## src/rtl/salru_pkg.sv

```systemverilog
// shared constants and types for the lru cache lookup unit
`timescale 1ns / 1ps
package salru_pkg;
	localparam int MAX_WAYS = 8;
	localparam int MAX_SETS = 64;
	localparam int ADDR_W = 31;
	localparam int STAMP_W = 32;
	localparam int WAYS_CFG_W = 4;
	localparam int SETS_CFG_W = 7;
	localparam int SET_OUT_W = 6;
	localparam int WAY_OUT_W = 3;
	localparam logic [0:0] REG_WAYS = 1'b0;
	localparam logic [0:0] REG_SETS = 1'b1;

	typedef enum logic [1:0] {
		FR_IDLE,
		FR_DIV,
		FR_PUSH
	} front_state_t;

	typedef enum logic [2:0] {
		BK_IDLE,
		BK_READ,
		BK_SCAN,
		BK_WRITE,
		BK_DONE,
		BK_CLEAR
	} back_state_t;
endpackage

```

## src/rtl/salru_front.sv

```systemverilog
// front end: accepts addresses and computes the set by restoring division
`timescale 1ns / 1ps
module salru_front #(
	parameter int MAX_SETS = salru_pkg::MAX_SETS,
	parameter int SET_W = (MAX_SETS > 1) ? $clog2(MAX_SETS) : 1
) (
	input  logic                                 clk,
	input  logic                                 arst_n,
	input  logic                                 start,
	output logic                                 busy,
	input  logic [salru_pkg::ADDR_W-1:0]         block_address,
	input  logic [salru_pkg::SETS_CFG_W-1:0]     sets_eff,
	output logic                                 q_push,
	output logic [salru_pkg::ADDR_W-1:0]         q_addr,
	output logic [SET_W-1:0]                     q_set,
	input  logic                                 q_full
);
	localparam int AW = salru_pkg::ADDR_W;
	localparam int RW = salru_pkg::SETS_CFG_W + 1;
	localparam int CW = $clog2(AW + 1);

	salru_pkg::front_state_t state_q, state_d;
	logic [AW-1:0] addr_q;
	logic [AW-1:0] quo_q;
	logic [RW-1:0] rem_q;
	logic [CW-1:0] cnt_q;
	logic [RW-1:0] trial;
	logic [RW-1:0] div_q;

	assign trial = {rem_q[RW-2:0], quo_q[AW-1]};

	// next state
	always_comb begin
		state_d = state_q;
		case (state_q)
			salru_pkg::FR_IDLE: if (start) state_d = salru_pkg::FR_DIV;
			salru_pkg::FR_DIV:  if (cnt_q == CW'(AW - 1)) state_d = salru_pkg::FR_PUSH;
			salru_pkg::FR_PUSH: if (!q_full) state_d = salru_pkg::FR_IDLE;
			default: state_d = salru_pkg::FR_IDLE;
		endcase
	end

	// outputs
	always_comb begin
		busy = 1'b1;
		q_push = 1'b0;
		case (state_q)
			salru_pkg::FR_IDLE: busy = 1'b0;
			salru_pkg::FR_PUSH: q_push = !q_full;
			default: busy = 1'b1;
		endcase
	end

	assign q_addr = addr_q;
	assign q_set = SET_W'(rem_q);

	always_ff @(posedge clk or negedge arst_n) begin
		if (!arst_n) begin
			state_q <= salru_pkg::FR_IDLE;
		end else begin
			state_q <= state_d;
		end
	end

	// one remainder bit per cycle
	always_ff @(posedge clk) begin
		if (state_q == salru_pkg::FR_IDLE && start) begin
			addr_q <= block_address;
			quo_q <= block_address;
			rem_q <= '0;
			cnt_q <= '0;
			div_q <= RW'(sets_eff);
		end else if (state_q == salru_pkg::FR_DIV) begin
			quo_q <= {quo_q[AW-2:0], 1'b0};
			cnt_q <= cnt_q + CW'(1);
			if (trial >= div_q) begin
				rem_q <= trial - div_q;
			end else begin
				rem_q <= trial;
			end
		end
	end

	// the remainder always stays below the divisor
	a_rem: assert property (@(posedge clk) disable iff (!arst_n)
		state_q == salru_pkg::FR_PUSH |-> rem_q < div_q) else $error("rem out of range");
	a_push: assert property (@(posedge clk) disable iff (!arst_n)
		q_push |=> state_q == salru_pkg::FR_IDLE) else $error("push without release");
	a_accept: assert property (@(posedge clk) disable iff (!arst_n)
		start && !busy |=> state_q == salru_pkg::FR_DIV) else $error("start lost");
endmodule

```

## config.mk

```make
export PLATFORM = sky130hd
export DESIGN_NAME = salru_front
export DESIGN_NICKNAME = d
export VERILOG_FILES = /design/src/rtl/salru_pkg.sv /design/src/rtl/salru_front.sv
export SDC_FILE = /design/constraint.sdc
export NUM_CORES = 1
export LEC_CHECK = 0
export BUFFER_PORTS_ARGS = -buffer_cell sky130_fd_sc_hd__buf_2
export CELL_PAD_IN_SITES_DETAIL_PLACEMENT = 2
export CELL_PAD_IN_SITES_GLOBAL_PLACEMENT = 2
export CORE_MARGIN = 2
export CORE_UTILIZATION = 35
export CTS_BUF_LIST = sky130_fd_sc_hd__clkbuf_4 sky130_fd_sc_hd__clkbuf_8 sky130_fd_sc_hd__clkbuf_16
export DETAILED_ROUTE_END_ITERATION = 8
export GPL_TIMING_DRIVEN = 1
export PLACE_DENSITY_LB_ADDON = 0.1
export SLEW_MARGIN = 40
export SYNTH_ARGS = -nofsm -noshare
export SYNTH_HDL_FRONTEND = slang
export SYNTH_SLANG_ARGS = --single-unit
```

## constraint.sdc

```tcl
create_clock -name clk -period 3.5 [get_ports clk]
set_input_delay 0.175 -clock clk [delete_from_list [all_inputs] [get_ports clk]]
set_output_delay 0.175 -clock clk [all_outputs]
set_load 0.03 [all_outputs]
```

# After elaboration in Yosys (flattened, before gate mapping)
# Cells that the tools add are included.
# op_classes
addsub	2
magnitude_cmp	1
n_eq_ne	6
n_mux	9
n_reduce_logical	5
# ops
operator	n
31-bit two-way mux	2
8-bit by 7-bit >= comparator with 1-bit output	1
7-bit two-way mux	1
7-bit subtractor	1
2-bit two-way mux	3
2-bit inequality test (second input constant)	3
2-bit case mux with 3 select lines	1
5-bit by 1-bit adder with 5-bit output (second input constant)	1
5-bit equality test (second input constant)	1
3-bit AND reduction	1
2-bit by 1-bit equality test with 1-bit output (second input constant)	1
2-bit equality test (second input constant)	1
2-bit zero test	1
1-bit two-way mux	2
2-bit nonzero test	1
1-bit logical AND	1
1-bit zero test	1
# word_totals
regBits	83
in_bits	42
out_inout_bits	39
elab_cells	29

# Longest topological paths before layout
# Gate-level depths: netlist of run 1.
# depth
ltp_word	3
depth_mapped	10
mapped_depth_nobuf	9

# Worst setup path after synthesis of run 1
# No wires, ideal clock.
# synth_timing
path_type	register to register
start	register state_q[1]
end	register rem_q[5]
arrival_time_ns	2.583
required_time_ns	3.373
slack_ns	0.790
stages_incl_launch_ff	6
path_buffers	1
synth_period_minus_slack_ns	2.710
path_cell_list	dfrtp_1 -> or2_1 -> nor2_1 -> clkbuf_1 -> o22a_1 -> o21ai_1
# synth_between
elab_chain_cells	2
# synth_lines
item	line	source
from (decl)	salru_front.sv:22	salru_pkg::front_state_t state_q, state_d;
from (signal assigned)	salru_front.sv:59	state_q <= salru_pkg::FR_IDLE;
from (signal assigned)	salru_front.sv:61	state_q <= state_d;
2-bit zero test	salru_front.sv:67	if (state_q == salru_pkg::FR_IDLE && start) begin
1-bit logical AND	salru_front.sv:67	
to (signal assigned)	salru_front.sv:77	rem_q <= trial - div_q;
to (signal assigned)	salru_front.sv:79	rem_q <= trial;
to (decl)	salru_front.sv:25	logic [RW-1:0] rem_q;
# Several ways; a longest one is shown, not always the timed one.
# A chain may end at the register's enable or synchronous reset.

# Worst setup path after layout of run 1
# layout_timing
start	register quo_q[30]
end	register rem_q[3]
# layout_between
elab_chain_cells	2
# layout_lines
item	line	source
from (decl)	salru_front.sv:24	logic [AW-1:0] quo_q;
from (signal assigned)	salru_front.sv:69	quo_q <= block_address;
from (signal assigned)	salru_front.sv:74	quo_q <= {quo_q[AW-2:0], 1'b0};
7-bit subtractor / 8-bit by 7-bit >= comparator with 1-bit output (equally long branches)	salru_front.sv:77, salru_front.sv:76	
7-bit two-way mux (*)	salru_front.sv:76	if (trial >= div_q) begin
# Mark *: on every way between the ends. The rest lies on a longest branch, timed or not.

==> impl_results.md, run 1 <==
- Initial Util: 35.75%
- Vias per std cell: 4.609
- Hold Path Class: in2reg
- Post-synth EDFFs: 69
- H-tree depth: 3
- Netlist cell types: 39
- Net count after synthesis: 282
- Sequential cell area fraction in the yosys report: 68.23%
- Setup TNS Final: 0 ns
- 1st-pass router iterations: 4
- Layout Nets: 386
- Worst-skew pair later-pin latency: 0.35 ns
- Hold Fails Final Rpt: 0
- Worst Clk Skew: 0.01165 ns
- Mean Syn Cell Area: 15.05 µm²
- Worst slew margin: 58.63%
- Slew @ Worst Pin: 0.6192 ns
- # setup viols final: 0
- GPL Wtd Cong: 0.7748
- Maximum root-to-sink buffer count: 2
- Power Dens Cells: 829.7 nW/µm²
- Fmax: 389.9 MHz
- Crit path kind: reg2reg
- Vias post-DR: 2180
- Hold Buf Count CTS: 23
- GRT Overall Usage: 15.57%
- Routed len/inst: 16.02 µm
- Chip height: 103.5 µm
- Core footprint: 9684 µm²
- Ys async rst share: 2.410%
- R2R setup slack: 0.93 ns
- Synth warnings: 0
- Largest net degree at the start of global routing: 48
- Slew Viols, Final: 0
- DIE WIDTH: 103.5 µm
- Grt total ovfl: 0
- Drt drc: 0
- Max-Cap Viols: 0
- DIE AREA: 10700 µm²
- First-pass GRT wire length: 12.42 mm
- Crit end category: register
- Clk slew on worst S/H paths: 0.09 ns
- Synthesis-to-finish area growth: 28.01%
- Post-DRT Antenna Nets: 0
- Clock period minus worst slack: 2.565 ns
- Number of global-route vias before repair: 2448
- CTS tree: done
- Max FO, Critical Path: 9
- Mapped Cells: 230
- RSZ-0062 raised after global routing: false
- Most frequent cells in the layout: buf_2, edfxtp_1, mux2_2
- Clk sinks: 83
- Routed Wire Length: 7.578 mm
- Worst Slack Setup Final: 0.9349 ns
- Post-CTS sizing: 0
- PortBufs: 80
- Clock Root Buffer: clkbuf_8
- Syn Std Cell Area: 3462 µm²
- Seq cells post-synth: 83
- Row count: 36
- Iter 0 DRT Violations: 74
- Inserted Clock Buffers: 9
- Period utilization: 73.29%
- Place WS: 0.9490 ns
- Layout Utilization: 45.76%
- Critical Path AT: 2.78 ns
- Ratio of cells with drive above 1 in the final layout: 37.46%
- Leading cell type in the layout, fill and taps excluded: buf_2
- Top_reg_cell synth: edfxtp_1
- Final HPWL DP: 5.396 mm
- Startpoint types: register
- Initial antenna violation count: 0
- Postcts setup bufs: 0
- Worst vdd ir: 278.4 µV
- Io pins: 81
- Critical Path RT: 3.72 ns
- LEAKAGE: 1.794 nW
- Status: complete, no violations
==> critical path, stage by stage (launching register included) <==
cell and delay, ns:
edfxtp_1 0.37, inv_1 0.09, ha_1 0.19, inv_1 0.06, fa_1 0.41, a211oi_2 0.32, o211ai_1 0.15, a311o_1 0.50
mux2i_1 0.26, o21ai_1 0.08
==> area by class of cell <==
cell class | instances | area (µm²)
diodes | 1 | 2.502
clock buffers | 9 | 123.9
clock inverters | 7 | 98.84
fillers | 980 | 5253
inverters | 12 | 45.04
multi-input cells | 122 | 979.7
flip-flops and latches | 83 | 2362
well taps | 133 | 166.4
repair buffers | 106 | 653.1
==> synth_stat cells (all sizes together) (2+ instances only) <==
library cell / instances / area, µm²
a21oi: 3 / 15.01
buf: 10 / 71.31
clkbuf: 3 / 11.26
dfrtp: 2 / 50.05
dfxtp: 12 / 240.2
edfxtp: 69 / 2072
ha: 9 / 112.6
inv: 12 / 45.04
mux2: 30 / 337.8
mux2i: 6 / 60.06
nand2: 13 / 48.80
nand2b: 3 / 18.77
nand4: 4 / 25.02
nor2: 13 / 48.80
nor2b: 3 / 18.77
o211ai: 4 / 30.03
o21ai: 10 / 50.05
o41ai: 2 / 17.52
xor2: 6 / 52.55
==> per-layer routing <==
metal  share of wire (%)  wire [µm]  up-vias  global-route usage (%)
met3                 4.0        305       11                   3.293
met4                 1.7        131        0                   6.984
met5                   0          0        -                       0
met1                  42       3215     1074                   19.11
met2                  52       3926       44                   26.40
li1                    -          -     1051                       -
==> cell families (layout without fill, tap and decap cells) <==
family / count (synthesis) / in the layout / synth area share [%]
DFF: 83 / 83 / 68.23
xor gates and xnor gates: 7 / 7 / 1.771
AOI/OAI and AO/OA: 26 / 26 / 5.060
adders and majority gates: 10 / 10 / 3.831
buffers and inverters: 25 / 134 / 3.686
muxes: 36 / 36 / 11.49
and+or+nand+nor: 43 / 43 / 5.928
other: 0 / 1 / 0
==> registers in the layout (all words and copies together), names as in the netlist <==
register	count
cnt_q	5
div_q	7
q_addr	31
quo_q	31
rem_q	7
state_q	2
==> report_power, final <==
group / switching (mW) / total (mW) / internal, mW
registers: 0.148 / 1.62 / 1.47
logic: 0.749 / 1.29 / 0.538
clock network: 0.363 / 0.770 / 0.407
total: 1.26 / 3.68 / 2.42
==> metrics by stage <==
| stage | cell area [µm²] | std cells | hold WS (ns) | total power [mW] |
|---|---|---|---|---|
| global route | 4429 | 472 | 0.003952 | 3.933 |
| finish | 4432 | 473 | 0.02128 | 3.677 |
| floorplan | 3462 | 230 | -0.1206 | 2.620 |
| detailed placement | 3976 | 433 | -0.03060 | 2.931 |
| CTS | 4429 | 472 | 0.0006724 | 3.743 |
| global placement | 3976 | 433 | -0.03256 | 2.873 |
==> final timing paths <==
kind                                    from          to  cells after the start
min                        block_address[21]  q_addr[21]                      1
max                                quo_q[30]    rem_q[3]                      9
max reg2reg                        quo_q[30]    rem_q[3]                      9
min reg2reg                         rem_q[4]    rem_q[4]                      2
max in group asynchronous             arst_n  state_q[0]                      2
min in group asynchronous             arst_n  state_q[1]                      2
Note: power is estimated with default switching activity, not from simulation.
==> run 2: changes to the inputs <==
--- a/config.mk
+++ b/config.mk
@@ -9,7 +9,7 @@
 export CELL_PAD_IN_SITES_DETAIL_PLACEMENT = 2
 export CELL_PAD_IN_SITES_GLOBAL_PLACEMENT = 2
 export CORE_MARGIN = 2
-export CORE_UTILIZATION = 35
+export CORE_UTILIZATION = 33
 export CTS_BUF_LIST = sky130_fd_sc_hd__clkbuf_4 sky130_fd_sc_hd__clkbuf_8 sky130_fd_sc_hd__clkbuf_16
 export DETAILED_ROUTE_END_ITERATION = 8
 export GPL_TIMING_DRIVEN = 1
==> constraint.sdc (replaced) <==
create_clock -name clk -period 2.35 [get_ports clk]
set_input_delay 0.1175 -clock clk [delete_from_list [all_inputs] [get_ports clk]]
set_output_delay 0.1175 -clock clk [all_outputs]
set_load 0.03 [all_outputs]
==> run 2 against run 1 <==
- combinational power up 60%
- worst hold slack better by 0.010 ns
- clock power rose by 40%
- clock-buffer cell count up 1
- non-clock buffer count grew 22
- critical endpoint is now rem_q[0]
- highest routed layer unchanged
==> impl_results.md, run 2 (same netlist as run 1, synthesis figures left out) <==
- Largest net degree at the start of global routing: 66
- Place WS: -0.07626 ns
- Leading cell type in the layout, fill and taps excluded: buf_2
- Maximum root-to-sink buffer count: 2
- Clk slew on worst S/H paths: 0.08 ns
- GRT Overall Usage: 15.00%
- WL met2: 4.193 mm
- CTS tree: done
- Setup crit start: quo_q[30]
- Fin cells: 498
- DIE WIDTH: 106.4 µm
- R2R setup slack: 0.09 ns
- Critical Path AT: 2.49 ns
- PortBufs: 80
- Pwr Total: 5.556 mW
- 1st-pass router iterations: 5
- Clk network pwr share: 19.4%
- Initial antenna violation count: 0
- Clk sinks: 83
- Worst-skew pair later-pin latency: 0.37 ns
- Slew Viols, Final: 0
- Hold_ws: 0.03157 ns
- Io pins: 81
- Hold Path Class: in2reg
- Initial Util: 33.69%
- Period utilization: 96.06%
- End of the critical path: rem_q[0]
- Worst vdd ir: 379.1 µV
- GPL Wtd Cong: 0.7224
- Max-Cap Viols: 0
- # setup viols final: 0
- Status: complete, no violations
- Routed wl met3: 343 µm
- RSZ-0062 raised after global routing: false
- Placed Cells: 440
- Critical Path RT: 2.59 ns
- Number of global-route vias before repair: 2579
- Core footprint: 10280 µm²
- Synthesis-to-finish area growth: 34.55%
- Grt total ovfl: 0
- Chip height: 106.4 µm
- Final HPWL DP: 5.111 mm
- Routed Wire Length: 7.805 mm
- First-pass GRT wire length: 12.94 mm
- Placement Cell Area: 4023 µm²
- Final non-filler cell area: 4658 µm²
- Sw Pwr: 1.940 mW
- Worst slew margin: 67.86%
- Cell-internal power: 3.616 mW
- Routed len/inst: 15.67 µm
- Switching Share: 34.91%
- Reg-to-Reg End: rem_q[0]
- Reg power frac: 43.5%
- Inserted Clock Buffers: 9
- DRT met1 WL: 3.157 mm
- Layout Nets: 409
- Vias post-DR: 2303
- Max FO, Critical Path: 5
- Gate power share: 37.1%
- Clock period minus worst slack: 2.258 ns
- Diodes inserted: 0
- Hold Fails Final Rpt: 0
- Clock Root Buffer: clkbuf_8
- Post-DRT Antenna Nets: 0
- Filler cell count: 1047
- Startpoint types: register
- Ratio of cells with drive above 1 in the final layout: 38.12%
- H-tree depth: 3
- Iter 0 DRT Violations: 59
- Drt drc: 0
- LEAKAGE: 1.889 nW
- Crit path kind: reg2reg
- Top layer used by detailed routing: met4
- Crit end category: register
- Power Dens Cells: 1193 nW/µm²
- Row count: 37
- Fmax: 443.0 MHz
- Most frequent cells in the layout: buf_2, edfxtp_1, dlygate4sd3_1
- Beginning of the worst register-to-register path: quo_q[30]
- Slew @ Worst Pin: 0.4820 ns
- Vias per std cell: 4.624
- DIE AREA: 11330 µm²
- Worst Slack Setup Final: 0.09249 ns
- Worst Clk Skew: 0.01806 ns
- Worst reg2reg path depth: 9
## run 2: through the flow
stage | utilization, % | TNS, ns
3_5_place_dp | 39.14 | -0.2981
5_1_grt | 45.33 | 0
6_report | 45.33 | 0
4_1_cts | 45.25 | 0
2_1_floorplan | - | 0
3_3_place_gp | 39.14 | -0.01336
## run 2: critical path, stage by stage (launching register included)
cell and delay [ns]:
edfxtp_1 0.38, inv_2 0.09, ha_4 0.12, inv_2 0.03, fa_2 0.35, a211oi_2 0.23
o211ai_1 0.16, a311o_2 0.48, mux2i_1 0.15, o2bb2ai_1 0.14
## run 2: how the worst min path moves through the flow
stage                       from         end  cells after the start
after floorplan           arst_n  state_q[0]                      0
after global placement    arst_n  state_q[1]                      1
after detailed placement  arst_n  state_q[1]                      1
after CTS                 q_full  state_q[1]                      3
after global routing      q_full  state_q[1]                      3
final                     q_full  state_q[1]                      3
## run 2: power by group through the flow
stage	sequential (mW)	combinational (mW)	clock (mW)
2_1_floorplan	2.49	1.41	0
5_1_grt	2.48	2.29	1.17
3_5_place_dp	2.45	1.96	0
3_3_place_gp	2.43	1.89	0
6_report	2.42	2.06	1.08
4_1_cts	2.43	2.09	1.13
## run 2: repair_timing
action | in CTS | in global routing
cloned | 1 | 0
endpoints found under the hold margin | 40 | 0
pin swaps | 5 | 6
hold buffers | 39 | 0
buffers inserted | 1 | 1
gates resized for setup | 6 | 0
setup endpoints to repair | 7 | 6
## run 2: area by class of cell
cell class / instances / area (µm²) / share of cell area (%)
inverter: 12 / 45.04 / 0.9670
multi-input combinational: 123 / 1006 / 21.60
timing repair buffer: 128 / 870.8 / 18.69
clock buffer: 10 / 131.4 / 2.820
clock inverter: 6 / 72.57 / 1.558
tap: 136 / 170.2 / 3.653
sequential: 83 / 2362 / 50.71
## run 2: routing by layer
metal,vias up,GRT usage [%]
met5,-,0
met1,1142,16.19
li1,1102,-
met2,48,27.75
met4,0,5.102
met3,11,4.537
==> run 3: changes to the inputs <==
--- a/config.mk
+++ b/config.mk
@@ -5,6 +5,7 @@
 export SDC_FILE = /design/constraint.sdc
 export NUM_CORES = 1
 export LEC_CHECK = 0
+export ABC_CLOCK_PERIOD_IN_PS = 2350
 export BUFFER_PORTS_ARGS = -buffer_cell sky130_fd_sc_hd__buf_2
 export CELL_PAD_IN_SITES_DETAIL_PLACEMENT = 2
 export CELL_PAD_IN_SITES_GLOBAL_PLACEMENT = 2
@@ -13,7 +14,9 @@
 export CTS_BUF_LIST = sky130_fd_sc_hd__clkbuf_4 sky130_fd_sc_hd__clkbuf_8 sky130_fd_sc_hd__clkbuf_16
 export DETAILED_ROUTE_END_ITERATION = 8
 export GPL_TIMING_DRIVEN = 1
+export HOLD_SLACK_MARGIN = 0.1
 export PLACE_DENSITY_LB_ADDON = 0.1
+export SKIP_LAST_GASP = 1
 export SLEW_MARGIN = 40
 export SYNTH_ARGS = -nofsm -noshare
 export SYNTH_HDL_FRONTEND = slang
==> run 3 against run 2 <==
- sequential share of layout area down 0.22 points
- largest cell class unchanged
- global-route usage up 0.10 points
- clock-buffer cell count unchanged
- worst setup slack worse by 0.0018 ns
- sequential cell count unchanged
- critical endpoint unchanged
- core utilization up 0.19 points
- first-iteration DRC count up 8.5%
- worst hold slack better by 0.17 ns
==> impl_results.md, run 3 (same netlist as run 1, synthesis figures left out) <==
- Status: complete, no violations
- Initial Util: 33.69%
- Sequential cell area: 2362 µm²
- Hold Fails Final Rpt: 0
- Buf/Inv on CP: 2
- Vias post-DR: 2310
- Vias per std cell: 4.620
- Initial antenna violation count: 0
- PortBufs: 80
- Crit end category: register
- Hold Path Class: in2reg
- Leading cell type in the layout, fill and taps excluded: buf_2
- Drt drc: 0
- Number of global-route vias before repair: 2592
- Fin cells: 500
- Worst reg2reg path depth: 9
- Diodes inserted: 0
- Row count: 37
- Routed Wire Length: 7.844 mm
- Chip height: 106.4 µm
- Worst Clk Skew: 0.01809 ns
- Filler cell count: 1046
- Critical Path RT: 2.59 ns
- Reg-to-Reg End: rem_q[0]
- GRT Overall Usage: 15.10%
- Fmax: 442.6 MHz
- Slowest cell on crit path: a311o_2
- Startpoint types: register
- Iter 0 DRT Violations: 64
- Clock Root Buffer: clkbuf_8
- Clk sinks: 83
- Beginning of the worst register-to-register path: quo_q[30]
- Maximum root-to-sink buffer count: 2
- Core footprint: 10280 µm²
- 1st-pass router iterations: 5
- Inserted Clock Buffers: 9
- Ratio of cells with drive above 1 in the final layout: 37.91%
- Worst hold path endpoint: state_q[0]
- Worst slew margin: 67.73%
- Period utilization: 96.14%
- Critical Path AT: 2.50 ns
- Largest net degree at the start of global routing: 66
- Placed Cells: 440
- DIE AREA: 11330 µm²
- Worst vdd ir: 379.1 µV
- Top Family by Delay on Critical Path: compound AO/OA/AOI/OAI gates
- Worst-skew pair later-pin latency: 0.37 ns
- First-pass GRT wire length: 13.03 mm
- Max FO, Critical Path: 5
- Max-Cap Viols: 0
- Io pins: 81
- Layout Nets: 411
- Hold path depth: 4
- DIE WIDTH: 106.4 µm
- Synthesis-to-finish area growth: 35.13%
- CTS tree: done
- # setup viols final: 0
- Slew Viols, Final: 0
- Worst hold path startpoint: start
- Power Dens Cells: 1189 nW/µm²
- CP peak stage delay: 0.48 ns
- Clk slew on worst S/H paths: 0.08 ns
- Grt total ovfl: 0
- GPL Wtd Cong: 0.7224
- Routed len/inst: 15.69 µm
- Crit path kind: reg2reg
- Most frequent cells in the layout: buf_2, edfxtp_1, dlygate4sd3_1
- Most frequent CP cell: inv_2
- Clock period minus worst slack: 2.259 ns
- Layout Utilization: 45.52%
- R2R setup slack: 0.09 ns
- Post-DRT Antenna Nets: 0
- H-tree depth: 3
- CP Cell Sequence: inv_2 > ha_4 > inv_2 > fa_2 > a211oi_2 > o211ai_1 > a311o_2 > mux2i_1 > o2bb2ai_1
- RSZ-0062 raised after global routing: false
- Slew @ Worst Pin: 0.4841 ns
- Final HPWL DP: 5.111 mm
- LEAKAGE: 1.897 nW
- Multi-input combinational cell area: 1006 µm²
## run 3: worst max-delay path by stage
| stage | to | startpoint | slack, ns | cells after the start |
|---|---|---|---|---|
| finish | rem_q[0] | quo_q[30] | 0.09 | 9 |
| global route | rem_q[3] | quo_q[30] | 0.002 | 9 |
| CTS | rem_q[0] | quo_q[30] | 0.0004 | 9 |
| detailed placement | rem_q[0] | quo_q[30] | -0.08 | 9 |
| global placement | rem_q[1] | quo_q[30] | -0.008 | 9 |
| floorplan | rem_q[1] | quo_q[30] | 0.13 | 10 |
## run 3: stage by stage
stage,worst slack [ns],hold WS (ns),setup TNS [ns],power [mW],cell area (µm²)
floorplan,0.1286,-0.1781,0,3.899,3463
global placement,-0.007614,-0.09360,-0.01336,4.322,4023
detailed placement,-0.07626,-0.08865,-0.2981,4.413,4023
CTS,0.0003666,0.1892,0,5.650,4671
global route,0.002095,0.2015,0,5.952,4678
finish,0.09065,0.1997,0,5.561,4678
## run 3: power breakdown
part	total (mW)	internal (mW)	leakage, nW	switching, mW
clock	1.08	0.519	0.107	0.559
combinational	2.07	0.908	0.979	1.16
sequential	2.42	2.19	0.811	0.226
## run 3: routing by layer
metal  vias to the layer above  wire length (µm)  track usage (%)
li1                       1105                 -                -
met1                      1146              3192            16.42
met2                        48              4197            27.84
met3                        11               343            4.537
met4                         0               111            5.102
met5                         -                 0                0
## run 3: worst reg2reg max path, stage by stage, from the launching register on
cell and delay [ns]:
edfxtp_1 0.39, inv_2 0.09, ha_4 0.12, inv_2 0.03, fa_2 0.35, a211oi_2 0.23
o211ai_1 0.16, a311o_2 0.48, mux2i_1 0.15, o2bb2ai_1 0.14
## run 3: area by class of cell
cell class / instances / area share [%]
Inverter: 12 / 0.9628
Timing Repair Buffer: 130 / 19.04
Clock buffer: 10 / 2.808
Multi-Input combinational cell: 123 / 21.50
Sequential cell: 83 / 50.49
Clock inverter: 6 / 1.551
Tap cell: 136 / 3.637
## run 3: timing repair
action                                 in CTS  in global routing
resized for setup                           6                  0
setup buffers                               1                  1
cloned                                      1                  0
hold buffers                               41                  0
pin swaps                                   5                  6
setup endpoints to repair                   7                  6
endpoints found under the hold margin      71                  0
